===== src/design/swq_pkg.sv =====
// Shared types and constants for the sleep/wakeup timer queue.
// Used by the interfaces, the cell row, the top level and the checker.
package swq_pkg;

    localparam int DEPTH_DEF    = 16;
    localparam int RESULT_LIMIT = 16;
    localparam int ID_W         = 6;
    localparam int TICK_W       = 32;
    localparam int KIND_W       = 3;

    localparam logic [KIND_W-1:0] KIND_ACCEPTED    = 3'd0;
    localparam logic [KIND_W-1:0] KIND_FULL        = 3'd1;
    localparam logic [KIND_W-1:0] KIND_IDLE_REFUSE = 3'd2;
    localparam logic [KIND_W-1:0] KIND_WOKEN       = 3'd3;
    localparam logic [KIND_W-1:0] KIND_NOTHING_DUE = 3'd4;

    localparam logic MODE_SLEEP = 1'b0;
    localparam logic MODE_TICK  = 1'b1;

    // Per-cycle command to the cell row
    typedef struct packed {
        logic ins;
        logic pop;
    } t_cmd;

endpackage


===== src/design/swq_in_if.sv =====
// Input item channel: valid/ready handshake with mode, thread id and tick.
// Depends on swq_pkg for field widths.
interface swq_in_if;
    logic                          valid;
    logic                          ready;
    logic                          mode;
    logic [swq_pkg::ID_W-1:0]      thread_id;
    logic [swq_pkg::TICK_W-1:0]    tick;

    modport source (output valid, output mode, output thread_id, output tick, input ready);
    modport sink   (input valid, input mode, input thread_id, input tick, output ready);
endinterface


===== src/design/swq_out_if.sv =====
// Result channel: valid/ready handshake with kind, woken id and last marker.
// Depends on swq_pkg for field widths.
interface swq_out_if;
    logic                          valid;
    logic                          ready;
    logic [swq_pkg::KIND_W-1:0]    kind;
    logic [swq_pkg::ID_W-1:0]      woken_id;
    logic                          last;

    modport source (output valid, output kind, output woken_id, output last, input ready);
    modport sink   (input valid, input kind, input woken_id, input last, output ready);
endinterface


===== src/design/swq_cfg_if.sv =====
// Configuration write channel carrying the idle thread id.
// Depends on swq_pkg for the id width.
interface swq_cfg_if;
    logic                          valid;
    logic                          ready;
    logic [swq_pkg::ID_W-1:0]      data;

    modport source (output valid, output data, input ready);
    modport sink   (input valid, input data, output ready);
endinterface


===== src/design/sleep_wakeup_timer_queue_unit.sv =====
// Sleep/wakeup timer queue: top level with handshake control and result register.
// Depends on swq_pkg, the swq_*_if interfaces and swq_row.
//
// Usage:
//   i_in carries items: mode 0 asks to put thread_id to sleep until tick,
//   mode 1 is a timer tick carrying the current tick count.
//   o_out carries results: kind, woken_id and last (set on the final result
//   of an item). i_cfg writes the idle thread id; it is always ready.
// Timing and throughput:
//   A sleep, or a tick with nothing due, gives a single result that is valid
//   on the next cycle after its transfer. A tick with due threads first
//   enters the drain state and then drains one woken id per cycle, while the
//   output is free, from the head of the cell row, up to 16 per item; the
//   next item is taken after the last one is loaded. Sleep items sustain one
//   per cycle while the output is drained; the cell row shifts on insert or pop.
// Reset:
//   The queue becomes empty and the idle id returns to 0; cell contents are
//   not cleared.
// Backpressure:
//   A result holds in the output register until transferred; input ready
//   and the drain both stall while it waits.
module sleep_wakeup_timer_queue_unit #(
    parameter int DEPTH = swq_pkg::DEPTH_DEF
) (
    input  logic      i_clk,
    input  logic      i_rst_n,
    swq_in_if.sink    i_in,
    swq_out_if.source o_out,
    swq_cfg_if.sink   i_cfg
);

    localparam int CW = $clog2(DEPTH + 1);
    localparam int NW = $clog2(swq_pkg::RESULT_LIMIT);

    localparam logic S_IDLE  = 1'b0;
    localparam logic S_DRAIN = 1'b1;

    logic                        r_state, n_state;
    logic [CW-1:0]               r_count, n_count;
    logic [NW-1:0]               r_pops, n_pops;
    logic [swq_pkg::TICK_W-1:0]  r_now, n_now;
    logic [swq_pkg::ID_W-1:0]    r_idle_id;
    logic                        r_o_valid, n_o_valid;
    logic [swq_pkg::KIND_W-1:0]  r_kind, n_kind;
    logic [swq_pkg::ID_W-1:0]    r_wid, n_wid;
    logic                        r_last, n_last;

    swq_pkg::t_cmd               w_cmd;
    logic [swq_pkg::ID_W-1:0]    w_front_id;
    logic [swq_pkg::TICK_W-1:0]  w_front_tick;
    logic [swq_pkg::TICK_W-1:0]  w_second_tick;
    logic                        w_out_free;
    logic                        w_fire;
    logic                        w_due;
    logic                        w_final;

    assign w_out_free = !r_o_valid || o_out.ready;
    assign i_in.ready = (r_state == S_IDLE) && w_out_free;
    assign w_fire     = i_in.valid && i_in.ready;
    assign i_cfg.ready = 1'b1;

    assign w_due   = (r_count != '0) && (w_front_tick <= i_in.tick);
    // last pop of this tick: limit reached, queue runs dry, or next is later
    assign w_final = (r_pops == NW'(swq_pkg::RESULT_LIMIT - 1)) || (r_count == CW'(1))
                     || (w_second_tick > r_now);

    always_comb begin
        n_state   = r_state;
        n_count   = r_count;
        n_pops    = r_pops;
        n_now     = r_now;
        n_o_valid = r_o_valid && !o_out.ready;
        n_kind    = r_kind;
        n_wid     = r_wid;
        n_last    = r_last;
        w_cmd     = '0;
        case (r_state)
            S_IDLE: begin
                if (w_fire) begin
                    if (i_in.mode == swq_pkg::MODE_SLEEP) begin
                        n_o_valid = 1'b1;
                        n_wid     = '0;
                        n_last    = 1'b1;
                        if (i_in.thread_id == r_idle_id) begin
                            n_kind = swq_pkg::KIND_IDLE_REFUSE;
                        end else if (r_count == CW'(DEPTH)) begin
                            n_kind = swq_pkg::KIND_FULL;
                        end else begin
                            n_kind    = swq_pkg::KIND_ACCEPTED;
                            w_cmd.ins = 1'b1;
                            n_count   = r_count + CW'(1);
                        end
                    end else if (w_due) begin
                        n_state = S_DRAIN;
                        n_now   = i_in.tick;
                        n_pops  = '0;
                    end else begin
                        n_o_valid = 1'b1;
                        n_kind    = swq_pkg::KIND_NOTHING_DUE;
                        n_wid     = '0;
                        n_last    = 1'b1;
                    end
                end
            end
            S_DRAIN: begin
                if (w_out_free) begin
                    w_cmd.pop = 1'b1;
                    n_count   = r_count - CW'(1);
                    n_o_valid = 1'b1;
                    n_kind    = swq_pkg::KIND_WOKEN;
                    n_wid     = w_front_id;
                    n_last    = w_final;
                    n_pops    = r_pops + NW'(1);
                    if (w_final) begin
                        n_state = S_IDLE;
                    end
                end
            end
            default: begin
                n_state = S_IDLE;
            end
        endcase
    end

    always_ff @(posedge i_clk) begin
        if (!i_rst_n) begin
            r_state   <= S_IDLE;
            r_count   <= '0;
            r_pops    <= '0;
            r_o_valid <= 1'b0;
            r_idle_id <= '0;
        end else begin
            r_state   <= n_state;
            r_count   <= n_count;
            r_pops    <= n_pops;
            r_o_valid <= n_o_valid;
            if (i_cfg.valid && i_cfg.ready) begin
                r_idle_id <= i_cfg.data;
            end
        end
    end

    always_ff @(posedge i_clk) begin
        r_now  <= n_now;
        r_kind <= n_kind;
        r_wid  <= n_wid;
        r_last <= n_last;
    end

    swq_row #(
        .DEPTH (DEPTH),
        .CW    (CW)
    ) u_row (
        .i_clk         (i_clk),
        .i_cmd         (w_cmd),
        .i_count       (r_count),
        .i_key_id      (i_in.thread_id),
        .i_key_tick    (i_in.tick),
        .o_front_id    (w_front_id),
        .o_front_tick  (w_front_tick),
        .o_second_tick (w_second_tick)
    );

    assign o_out.valid    = r_o_valid;
    assign o_out.kind     = r_kind;
    assign o_out.woken_id = r_wid;
    assign o_out.last     = r_last;

endmodule


===== src/design/swq_cell.sv =====
// One slot of the sorted queue: holds an id and its wake tick.
// Shifts right on insert behind kept slots, left on pop. Depends on swq_pkg.
module swq_cell (
    input  logic                       i_clk,
    input  swq_pkg::t_cmd              i_cmd,
    input  logic                       i_occupied,
    input  logic                       i_prev_keep,
    input  logic [swq_pkg::ID_W-1:0]   i_key_id,
    input  logic [swq_pkg::TICK_W-1:0] i_key_tick,
    input  logic [swq_pkg::ID_W-1:0]   i_left_id,
    input  logic [swq_pkg::TICK_W-1:0] i_left_tick,
    input  logic [swq_pkg::ID_W-1:0]   i_right_id,
    input  logic [swq_pkg::TICK_W-1:0] i_right_tick,
    output logic                       o_keep,
    output logic [swq_pkg::ID_W-1:0]   o_id,
    output logic [swq_pkg::TICK_W-1:0] o_tick
);

    logic [swq_pkg::ID_W-1:0]   r_id;
    logic [swq_pkg::TICK_W-1:0] r_tick;

    // an occupied slot at or below the key stays put on insert
    assign o_keep = i_occupied && (r_tick <= i_key_tick);
    assign o_id   = r_id;
    assign o_tick = r_tick;

    always_ff @(posedge i_clk) begin
        if (i_cmd.pop) begin
            r_id   <= i_right_id;
            r_tick <= i_right_tick;
        end else if (i_cmd.ins && !o_keep) begin
            if (i_prev_keep) begin
                r_id   <= i_key_id;
                r_tick <= i_key_tick;
            end else begin
                r_id   <= i_left_id;
                r_tick <= i_left_tick;
            end
        end
    end

endmodule


===== src/design/swq_row.sv =====
// Row of DEPTH queue cells with neighbor links; exposes the front slot and the second slot's tick.
// Depends on swq_pkg and swq_cell.
module swq_row #(
    parameter int DEPTH = swq_pkg::DEPTH_DEF,
    parameter int CW    = $clog2(DEPTH + 1)
) (
    input  logic                       i_clk,
    input  swq_pkg::t_cmd              i_cmd,
    input  logic [CW-1:0]              i_count,
    input  logic [swq_pkg::ID_W-1:0]   i_key_id,
    input  logic [swq_pkg::TICK_W-1:0] i_key_tick,
    output logic [swq_pkg::ID_W-1:0]   o_front_id,
    output logic [swq_pkg::TICK_W-1:0] o_front_tick,
    output logic [swq_pkg::TICK_W-1:0] o_second_tick
);

    logic [DEPTH-1:0]           w_keep;
    logic [swq_pkg::ID_W-1:0]   w_id   [DEPTH];
    logic [swq_pkg::TICK_W-1:0] w_tick [DEPTH];

    for (genvar g = 0; g < DEPTH; g++) begin : g_cell
        logic                       prev_keep;
        logic [swq_pkg::ID_W-1:0]   left_id, right_id;
        logic [swq_pkg::TICK_W-1:0] left_tick, right_tick;

        if (g == 0) begin : g_head
            assign prev_keep = 1'b1;
            assign left_id   = i_key_id;
            assign left_tick = i_key_tick;
        end else begin : g_body
            assign prev_keep = w_keep[g-1];
            assign left_id   = w_id[g-1];
            assign left_tick = w_tick[g-1];
        end

        if (g == DEPTH - 1) begin : g_tail
            assign right_id   = w_id[g];
            assign right_tick = w_tick[g];
        end else begin : g_inner
            assign right_id   = w_id[g+1];
            assign right_tick = w_tick[g+1];
        end

        swq_cell u_cell (
            .i_clk        (i_clk),
            .i_cmd        (i_cmd),
            .i_occupied   (i_count > CW'(g)),
            .i_prev_keep  (prev_keep),
            .i_key_id     (i_key_id),
            .i_key_tick   (i_key_tick),
            .i_left_id    (left_id),
            .i_left_tick  (left_tick),
            .i_right_id   (right_id),
            .i_right_tick (right_tick),
            .o_keep       (w_keep[g]),
            .o_id         (w_id[g]),
            .o_tick       (w_tick[g])
        );
    end

    assign o_front_id    = w_id[0];
    assign o_front_tick  = w_tick[0];
    assign o_second_tick = w_tick[1];

endmodule


===== src/flat_wrapper.sv =====
// flat-port wrapper written by rule: the top's interface ports become plain ports
module sleep_wakeup_timer_queue_unit_flat 
#(
    parameter int DEPTH = swq_pkg::DEPTH_DEF
)
  (i_clk, i_rst_n, i_in_valid, i_in_mode, i_in_thread_id, i_in_tick, i_in_ready, o_out_valid, o_out_kind, o_out_woken_id, o_out_last, o_out_ready, i_cfg_valid, i_cfg_data, i_cfg_ready);
  swq_in_if i_in_i ();
  swq_out_if o_out_i ();
  swq_cfg_if i_cfg_i ();
  input  logic i_clk;
  input  logic i_rst_n;
  input wire logic [$bits(i_in_i.valid)-1:0] i_in_valid;
  input wire logic [$bits(i_in_i.mode)-1:0] i_in_mode;
  input wire logic [$bits(i_in_i.thread_id)-1:0] i_in_thread_id;
  input wire logic [$bits(i_in_i.tick)-1:0] i_in_tick;
  output wire logic [$bits(i_in_i.ready)-1:0] i_in_ready;
  output wire logic [$bits(o_out_i.valid)-1:0] o_out_valid;
  output wire logic [$bits(o_out_i.kind)-1:0] o_out_kind;
  output wire logic [$bits(o_out_i.woken_id)-1:0] o_out_woken_id;
  output wire logic [$bits(o_out_i.last)-1:0] o_out_last;
  input wire logic [$bits(o_out_i.ready)-1:0] o_out_ready;
  input wire logic [$bits(i_cfg_i.valid)-1:0] i_cfg_valid;
  input wire logic [$bits(i_cfg_i.data)-1:0] i_cfg_data;
  output wire logic [$bits(i_cfg_i.ready)-1:0] i_cfg_ready;
  assign i_in_i.valid = i_in_valid;
  assign i_in_i.mode = i_in_mode;
  assign i_in_i.thread_id = i_in_thread_id;
  assign i_in_i.tick = i_in_tick;
  assign i_in_ready = i_in_i.ready;
  assign o_out_valid = o_out_i.valid;
  assign o_out_kind = o_out_i.kind;
  assign o_out_woken_id = o_out_i.woken_id;
  assign o_out_last = o_out_i.last;
  assign o_out_i.ready = o_out_ready;
  assign i_cfg_i.valid = i_cfg_valid;
  assign i_cfg_i.data = i_cfg_data;
  assign i_cfg_ready = i_cfg_i.ready;
  sleep_wakeup_timer_queue_unit #(.DEPTH(DEPTH)) u_core (.i_clk(i_clk), .i_rst_n(i_rst_n), .i_in(i_in_i), .o_out(o_out_i), .i_cfg(i_cfg_i));
endmodule

===== config.mk =====
export PLATFORM = sky130hd
export DESIGN_NAME = sleep_wakeup_timer_queue_unit_flat
export DESIGN_NICKNAME = d
export VERILOG_FILES = /design/src/design/swq_pkg.sv /design/src/design/swq_in_if.sv /design/src/design/swq_out_if.sv /design/src/design/swq_cfg_if.sv /design/src/design/sleep_wakeup_timer_queue_unit.sv /design/src/design/swq_cell.sv /design/src/design/swq_row.sv /design/src/flat_wrapper.sv
export SDC_FILE = /design/constraint.sdc
export NUM_CORES = 2
export LEC_CHECK = 0
export BUFFER_PORTS_ARGS = -buffer_cell sky130_fd_sc_hd__buf_4
export CAP_MARGIN = 10
export CELL_PAD_IN_SITES_DETAIL_PLACEMENT = 0
export CELL_PAD_IN_SITES_GLOBAL_PLACEMENT = 1
export CORE_ASPECT_RATIO = 0.9
export CORE_MARGIN = 10
export CORE_UTILIZATION = 52
export DETAILED_ROUTE_END_ITERATION = 8
export PLACE_DENSITY_LB_ADDON = 0.1
export SLEW_MARGIN = 20
export SYNTH_ARGS = -nofsm -noshare
export SYNTH_HDL_FRONTEND = slang
export SYNTH_SLANG_ARGS = --single-unit

===== constraint.sdc =====
create_clock -name i_clk -period 8.1 [get_ports i_clk]
set_input_delay 2.025 -clock i_clk [delete_from_list [all_inputs] [get_ports i_clk]]
set_output_delay 2.025 -clock i_clk [all_outputs]
set_load 0.01 [all_outputs]

# After elaboration in Yosys (flattened, before gate mapping)
# Cells that the tools add are included.
# op_classes
addsub	3
mul	0
n_div	0
order_cmp	33
eq_ne	12
shift	0
mux	136
n_bitwise	2
reduce_logical	78
# op_table
op	count
32-bit 2-to-1 mux	45
32-bit less-or-equal comparator	16
6-bit 2-to-1 mux	49
5-bit by 4-bit greater-than comparator with 1-bit output, second input constant	8
1-bit logical AND	36
32-bit greater-than comparator	1
2-bit nonzero test	15
5-bit 2-to-1 mux	5
1-bit 2-to-1 mux	21
5-bit by 3-bit greater-than comparator with 1-bit output, second input constant	4
1-bit logical NOT	18
4-bit 2-to-1 mux	4
3-bit 2-to-1 mux	5
6-bit case mux with 2 select lines	1
5-bit by 1-bit greater-than comparator with 1-bit output, second input constant	2
5-bit by 2-bit greater-than comparator with 1-bit output, second input constant	2
2-bit != test, second input constant	5
5-bit case mux with 2 select lines	1
4-bit case mux with 2 select lines	1
4-bit AND reduction	2
6-bit == test	1
1-bit case mux with 2 select lines	3
3-bit case mux with 2 select lines	1
5-bit by 1-bit adder with 5-bit output, second input constant	1
other kinds (13)	17
# word_totals
ff_bits	667
latch_bits	0
ram_bits	0
rom_bits	0
input_bits	50
out_inout_bits	13
word_cells	305
n_memories	0

# Logic depth before layout (Yosys ltp)
# depth
ltp_word	9
ltp_mapped	12
ltp_nobuf	10

# By module
# A second synthesis with hierarchy kept.
# hier_totals
hier_cells	4903
area_unflattened_um2	48766.8
# modules_own_cells
module	n_inst	cells_per_inst	area_each_um2	seq_area_each_um2
swq_cell	16	280	2786.4	1141.1
sleep_wakeup_timer_queue_unit	1	395	4037.6	1601.5
swq_row	1	28	146.4	0.0

# Worst setup path after synthesis
# Ideal clock, no wire load.
# synth_timing
kind	input port to flip-flop
from	input i_in_tick[31]
to	register u_core.u_row.g_cell[5].u_cell.r_id, in the netlist u_core.u_row.g_cell[5].u_cell.o_id[0] (enable)
setup_time_ns	0.486
arrival_ns	6.624
t_required_ns	7.614
setup_slack_ns	0.990
path_stages	10
n_path_buf	3
path_cell_list	inv_1 -> ha_1 -> nand4_1 -> nor4_1 -> o311ai_1 -> and3_1 -> clkbuf_1 -> buf_4 -> buf_4 -> o21ai_0
# synth_via
elab_chain_cells	5
# synth_rtl
element	line_no	rtl
start: declaration	flat_wrapper.sv:15	input wire logic [$bits(i_in_i.tick)-1:0] i_in_tick;
32-bit less-or-equal comparator	swq_cell.sv:23	assign o_keep = i_occupied && (r_tick <= i_key_tick);
1-bit logical AND	swq_cell.sv:23	
1-bit logical NOT	swq_cell.sv:31	end else if (i_cmd.ins && !o_keep) begin
1-bit logical AND	swq_cell.sv:31	
2-bit nonzero test (no source line)	n/a	
end signal: assignment	swq_cell.sv:29	r_id <= i_right_id;
end signal: assignment	swq_cell.sv:33	r_id <= i_key_id;
end signal: assignment	swq_cell.sv:36	r_id <= i_left_id;
end: declaration	swq_cell.sv:19	logic [swq_pkg::ID_W-1:0] r_id;
# No other way between the ends.
# A chain may end at the register's enable or synchronous reset.

# Worst setup path after layout
# layout_timing
from	input i_in_tick[15]
to	register u_core.u_row.g_cell[11].u_cell.r_tick, in the netlist u_core.u_row.g_cell[11].u_cell.o_tick[7] (data pin)
# layout_via
elab_chain_cells	5
# layout_rtl
element	line_no	rtl
32-bit less-or-equal comparator	swq_cell.sv:23	
1-bit logical AND	swq_cell.sv:23	
32-bit 2-to-1 mux	swq_cell.sv:32	if (i_prev_keep) begin
32-bit 2-to-1 mux	swq_cell.sv:31	
32-bit 2-to-1 mux	swq_cell.sv:28	if (i_cmd.pop) begin
end signal: assignment	swq_cell.sv:30	r_tick <= i_right_tick;
end signal: assignment	swq_cell.sv:34	r_tick <= i_key_tick;
end signal: assignment	swq_cell.sv:37	r_tick <= i_left_tick;
end: declaration	swq_cell.sv:20	logic [swq_pkg::TICK_W-1:0] r_tick;
# No other way between the ends. The select of a mux whose other input is x is not followed.

==> results.toml <==
[detailed_routing]
viasPerCell = 6.11
wl_per_cell_um = 24.0
drt-total-wl_um = 130000
drt-pass1-iter-count = 5
num_vias = 33100
ant_nets = 0
drc = 0
drt_iter0_drc = 3203

[sta]
slew_headroom = 0.168
max_freq_mhz = 174
worst_slack_ns = 2.36
setup_violations = 0
grt_setup_unrepaired = "false"
finalCriticalPeriod_ns = 5.74
period_share = 0.708
final.setup.tns_ns = 0
worstMarginPinSlew_ns = 1.22
fin_skew_ns = 0.0276
maxSlewViolCount = 0
final_hold_viol_count = 0

[power]
swShare = 0.295
max-vdd-ir-drop_mv = 0.127
p_per_area_nw_per_um2 = 203
p_sw_mw = 2.90
sequentialPowerShare = 0.463
p_int_mw = 6.95
p_clk_frac = 0.348
p_leak_nw = 19.7
totalPowerFinal_mw = 9.85
p_comb_frac = 0.189

[worst_setup_path]
slowest_delay_ns = 0.95
path_class = "in2reg"
arrival_ns = 6.10
cp_slowest_cell = "nor4_1"
worstSetupStartpointType = "input port"
crit_path_end_kind = "flip-flop"
crit_required_ns = 8.46
crit_top_cell = "buf_4"
path_max_fanout = 28
cp_cell_sequence = "buf_4, inv_1, ha_1, nand4_1, nor4_1, nand2_1, a22o_1, nor3_2, buf_4, mux2i_1, a21oi_1"

[yosys]
ys.flop_type = "edfxtp_1"
syn_area_per_cell_um2 = 10.5
synth-edff-count = 650
ys_ff_latch = 667
syn_nets = 4860
ys_async_sr_fraction = 0
synth_warnings = 0
synth_top_cell_by_area = "edfxtp_1"
ys_seq_area_frac = 0.444
synth_cell_type_count = 69
syn_inst = 4259
yosysTopAreaCellShare = 0.437
synth_area_leaders = "edfxtp_1 44%, ha_1 15%, mux2i_1 12%, a21oi_1 7.4%, nor2_1 4.3%"
synth_area_um2 = 44700

[floorplanning]
fp.dieH_um = 298
ios = 63
row_count = 101
die_x_um = 329
die_area_um2 = 98100
start_util = 0.527
core_um2 = 84800

[cts]
cts.path.max_buffers = 3
cts_htree_levels = 3
path_clk_slew_ns = 0.06
cts_resized = 0
cts_buffers = 76
root_buffer = "clkbuf_16"
clock_sinks = 667
tritoncts = "done"
worst_skew_pair.late_latency_ns = 0.66
postCtsSetupBuffers = 0
ctsHoldBuffers = 0

[global_routing]
grt_pass1_vias = 31400
grt_usage = 0.258
grt_pass1_wl_um = 197000
grt_antenna_before_repair = 1
grt_max_degree = 246
grt-ovfl-total = 0

[finish]
final_util = 0.573
synthToLayoutAreaGrowth_pct = 8.83
final_cell_mix = "664 x a21oi_1, 650 x edfxtp_1, 551 x ha_1, 539 x mux2i_1, 507 x nor2_1"
diodes = 0
mostFrequentLayoutCell = "a21oi_1"
num-nets-final = 4822
layout-drive-gt1-share = 0.0699
final_cells = 5411

[placed_design]
place_ws_ns = 1.76
gp_congestion = 0.893
placedCellCount = 5276
dp_hpwl_um = 95100
port_buffers = 61

[job]
maxCapViolCount = 0

[min_path]
hold_path.class = "reg2reg"

[status]
status = "completed"
## power groups by stage
stage | clock network [mW] | logic, mW | registers, mW
global route | 3.61 | 2.10 | 4.59
global placement | 0 | 1.80 | 4.62
detailed placement | 0 | 1.85 | 4.62
finish | 3.42 | 1.86 | 4.56
floorplan | 0 | 1.31 | 4.51
CTS | 3.47 | 1.86 | 4.55
## cell families (layout without fill, tap and decap cells)
group,Yosys count,in the layout,synth area share
XOR/XNOR,8,8,0.00157
other,1,1,0.0000839
multiplexers,578,578,0.131
flip-flops,667,667,0.444
AND/OR/NAND/NOR,1039,1039,0.102
adder cells (fa/ha/maj),551,551,0.154
buffers and inverters,369,388,0.0342
AO/OA/AOI/OAI,1046,1046,0.133
## synth_stat cells (all sizes together), types with 6 or more instances
| master | count |
|---|---|
| a211oi | 9 |
| a2111oi | 13 |
| nand2 | 230 |
| and3 | 6 |
| o21ai | 159 |
| a221oi | 10 |
| a221o | 10 |
| a22oi | 11 |
| dfxtp | 17 |
| edfxtp | 650 |
| nor4 | 20 |
| nand2b | 9 |
| a21oi | 664 |
| nand4 | 122 |
| a21o | 50 |
| clkbuf | 176 |
| buf | 66 |
| and2 | 6 |
| o211ai | 22 |
| or4 | 7 |
| a21boi | 10 |
| xnor2 | 7 |
| nor3 | 21 |
| o221ai | 17 |
| a31oi | 10 |
| nor2b | 23 |
| ha | 551 |
| mux2 | 39 |
| inv | 126 |
| mux2i | 539 |
| o21a | 22 |
| nand3 | 75 |
| nor2 | 509 |
## area by class of cell
| cell class | instances | area (um2) |
|---|---|---|
| flip-flops and latches | 667 | 19900 |
| clock buffers | 93 | 2010 |
| repair buffers | 126 | 1020 |
| fillers | 7332 | 36200 |
| clock inverters | 42 | 365 |
| inverters | 127 | 477 |
| well taps | 1133 | 1420 |
| multi-input cells | 3223 | 23500 |
## state kept, by name, summed over array words and instances (netlist names), 3 cells and up
| register | count |
|---|---|
| u_core.r_now | 32 |
| u_core.u_row.g_cell.u_cell.o_tick | 512 |
| u_core.r_idle_id | 6 |
| u_core.r_pops | 4 |
| u_core.o_out.kind | 3 |
| u_core.r_count | 5 |
| u_core.o_out.woken_id | 6 |
| u_core.u_row.g_cell.u_cell.o_id | 96 |
## worst max-delay path: cells and delay by family
kind	cells	cell delay (ns)
adders and majority gates	1	0.52
buffers and inverters	3	1.17
AOI/OAI and AO/OA	2	0.38
and+or+nand+nor	4	1.63
muxes	1	0.28
## metal layers
layer  GRT usage  vias to the layer above  wire, um
li1            -                    16000         -
met1       0.391                    15800     63000
met2       0.378                     1092     54700
met3      0.0395                      159      8960
met4      0.0688                        2      3260
met5           0                        -        13
## stage by stage
step / area, um2 / hold slack [ns]
5_1_grt: 48600 / 0.537
4_1_cts: 48600 / 0.526
6_report: 48600 / 0.515
2_1_floorplan: 44700 / 0.466
3_3_place_gp: 46200 / 0.509
3_5_place_dp: 46300 / 0.516
## final timing paths
check | start | to | slack [ns] | cells past startpoint
setup / recovery | i_in_tick[15] | u_core.u_row.g_cell[11].u_cell.o_tick[7] | 2.36 | 11
hold / removal | u_core.r_pops[0] | u_core.r_pops[0] | 0.51 | 2
setup reg to reg | u_core.u_row.g_cell[10].u_cell.o_tick[14] | u_core.u_row.g_cell[11].u_cell.o_tick[7] | 4.15 | 9
hold reg to reg | u_core.r_pops[0] | u_core.r_pops[0] | 0.51 | 2
No activity file was read; power rests on OpenSTA's default activity.
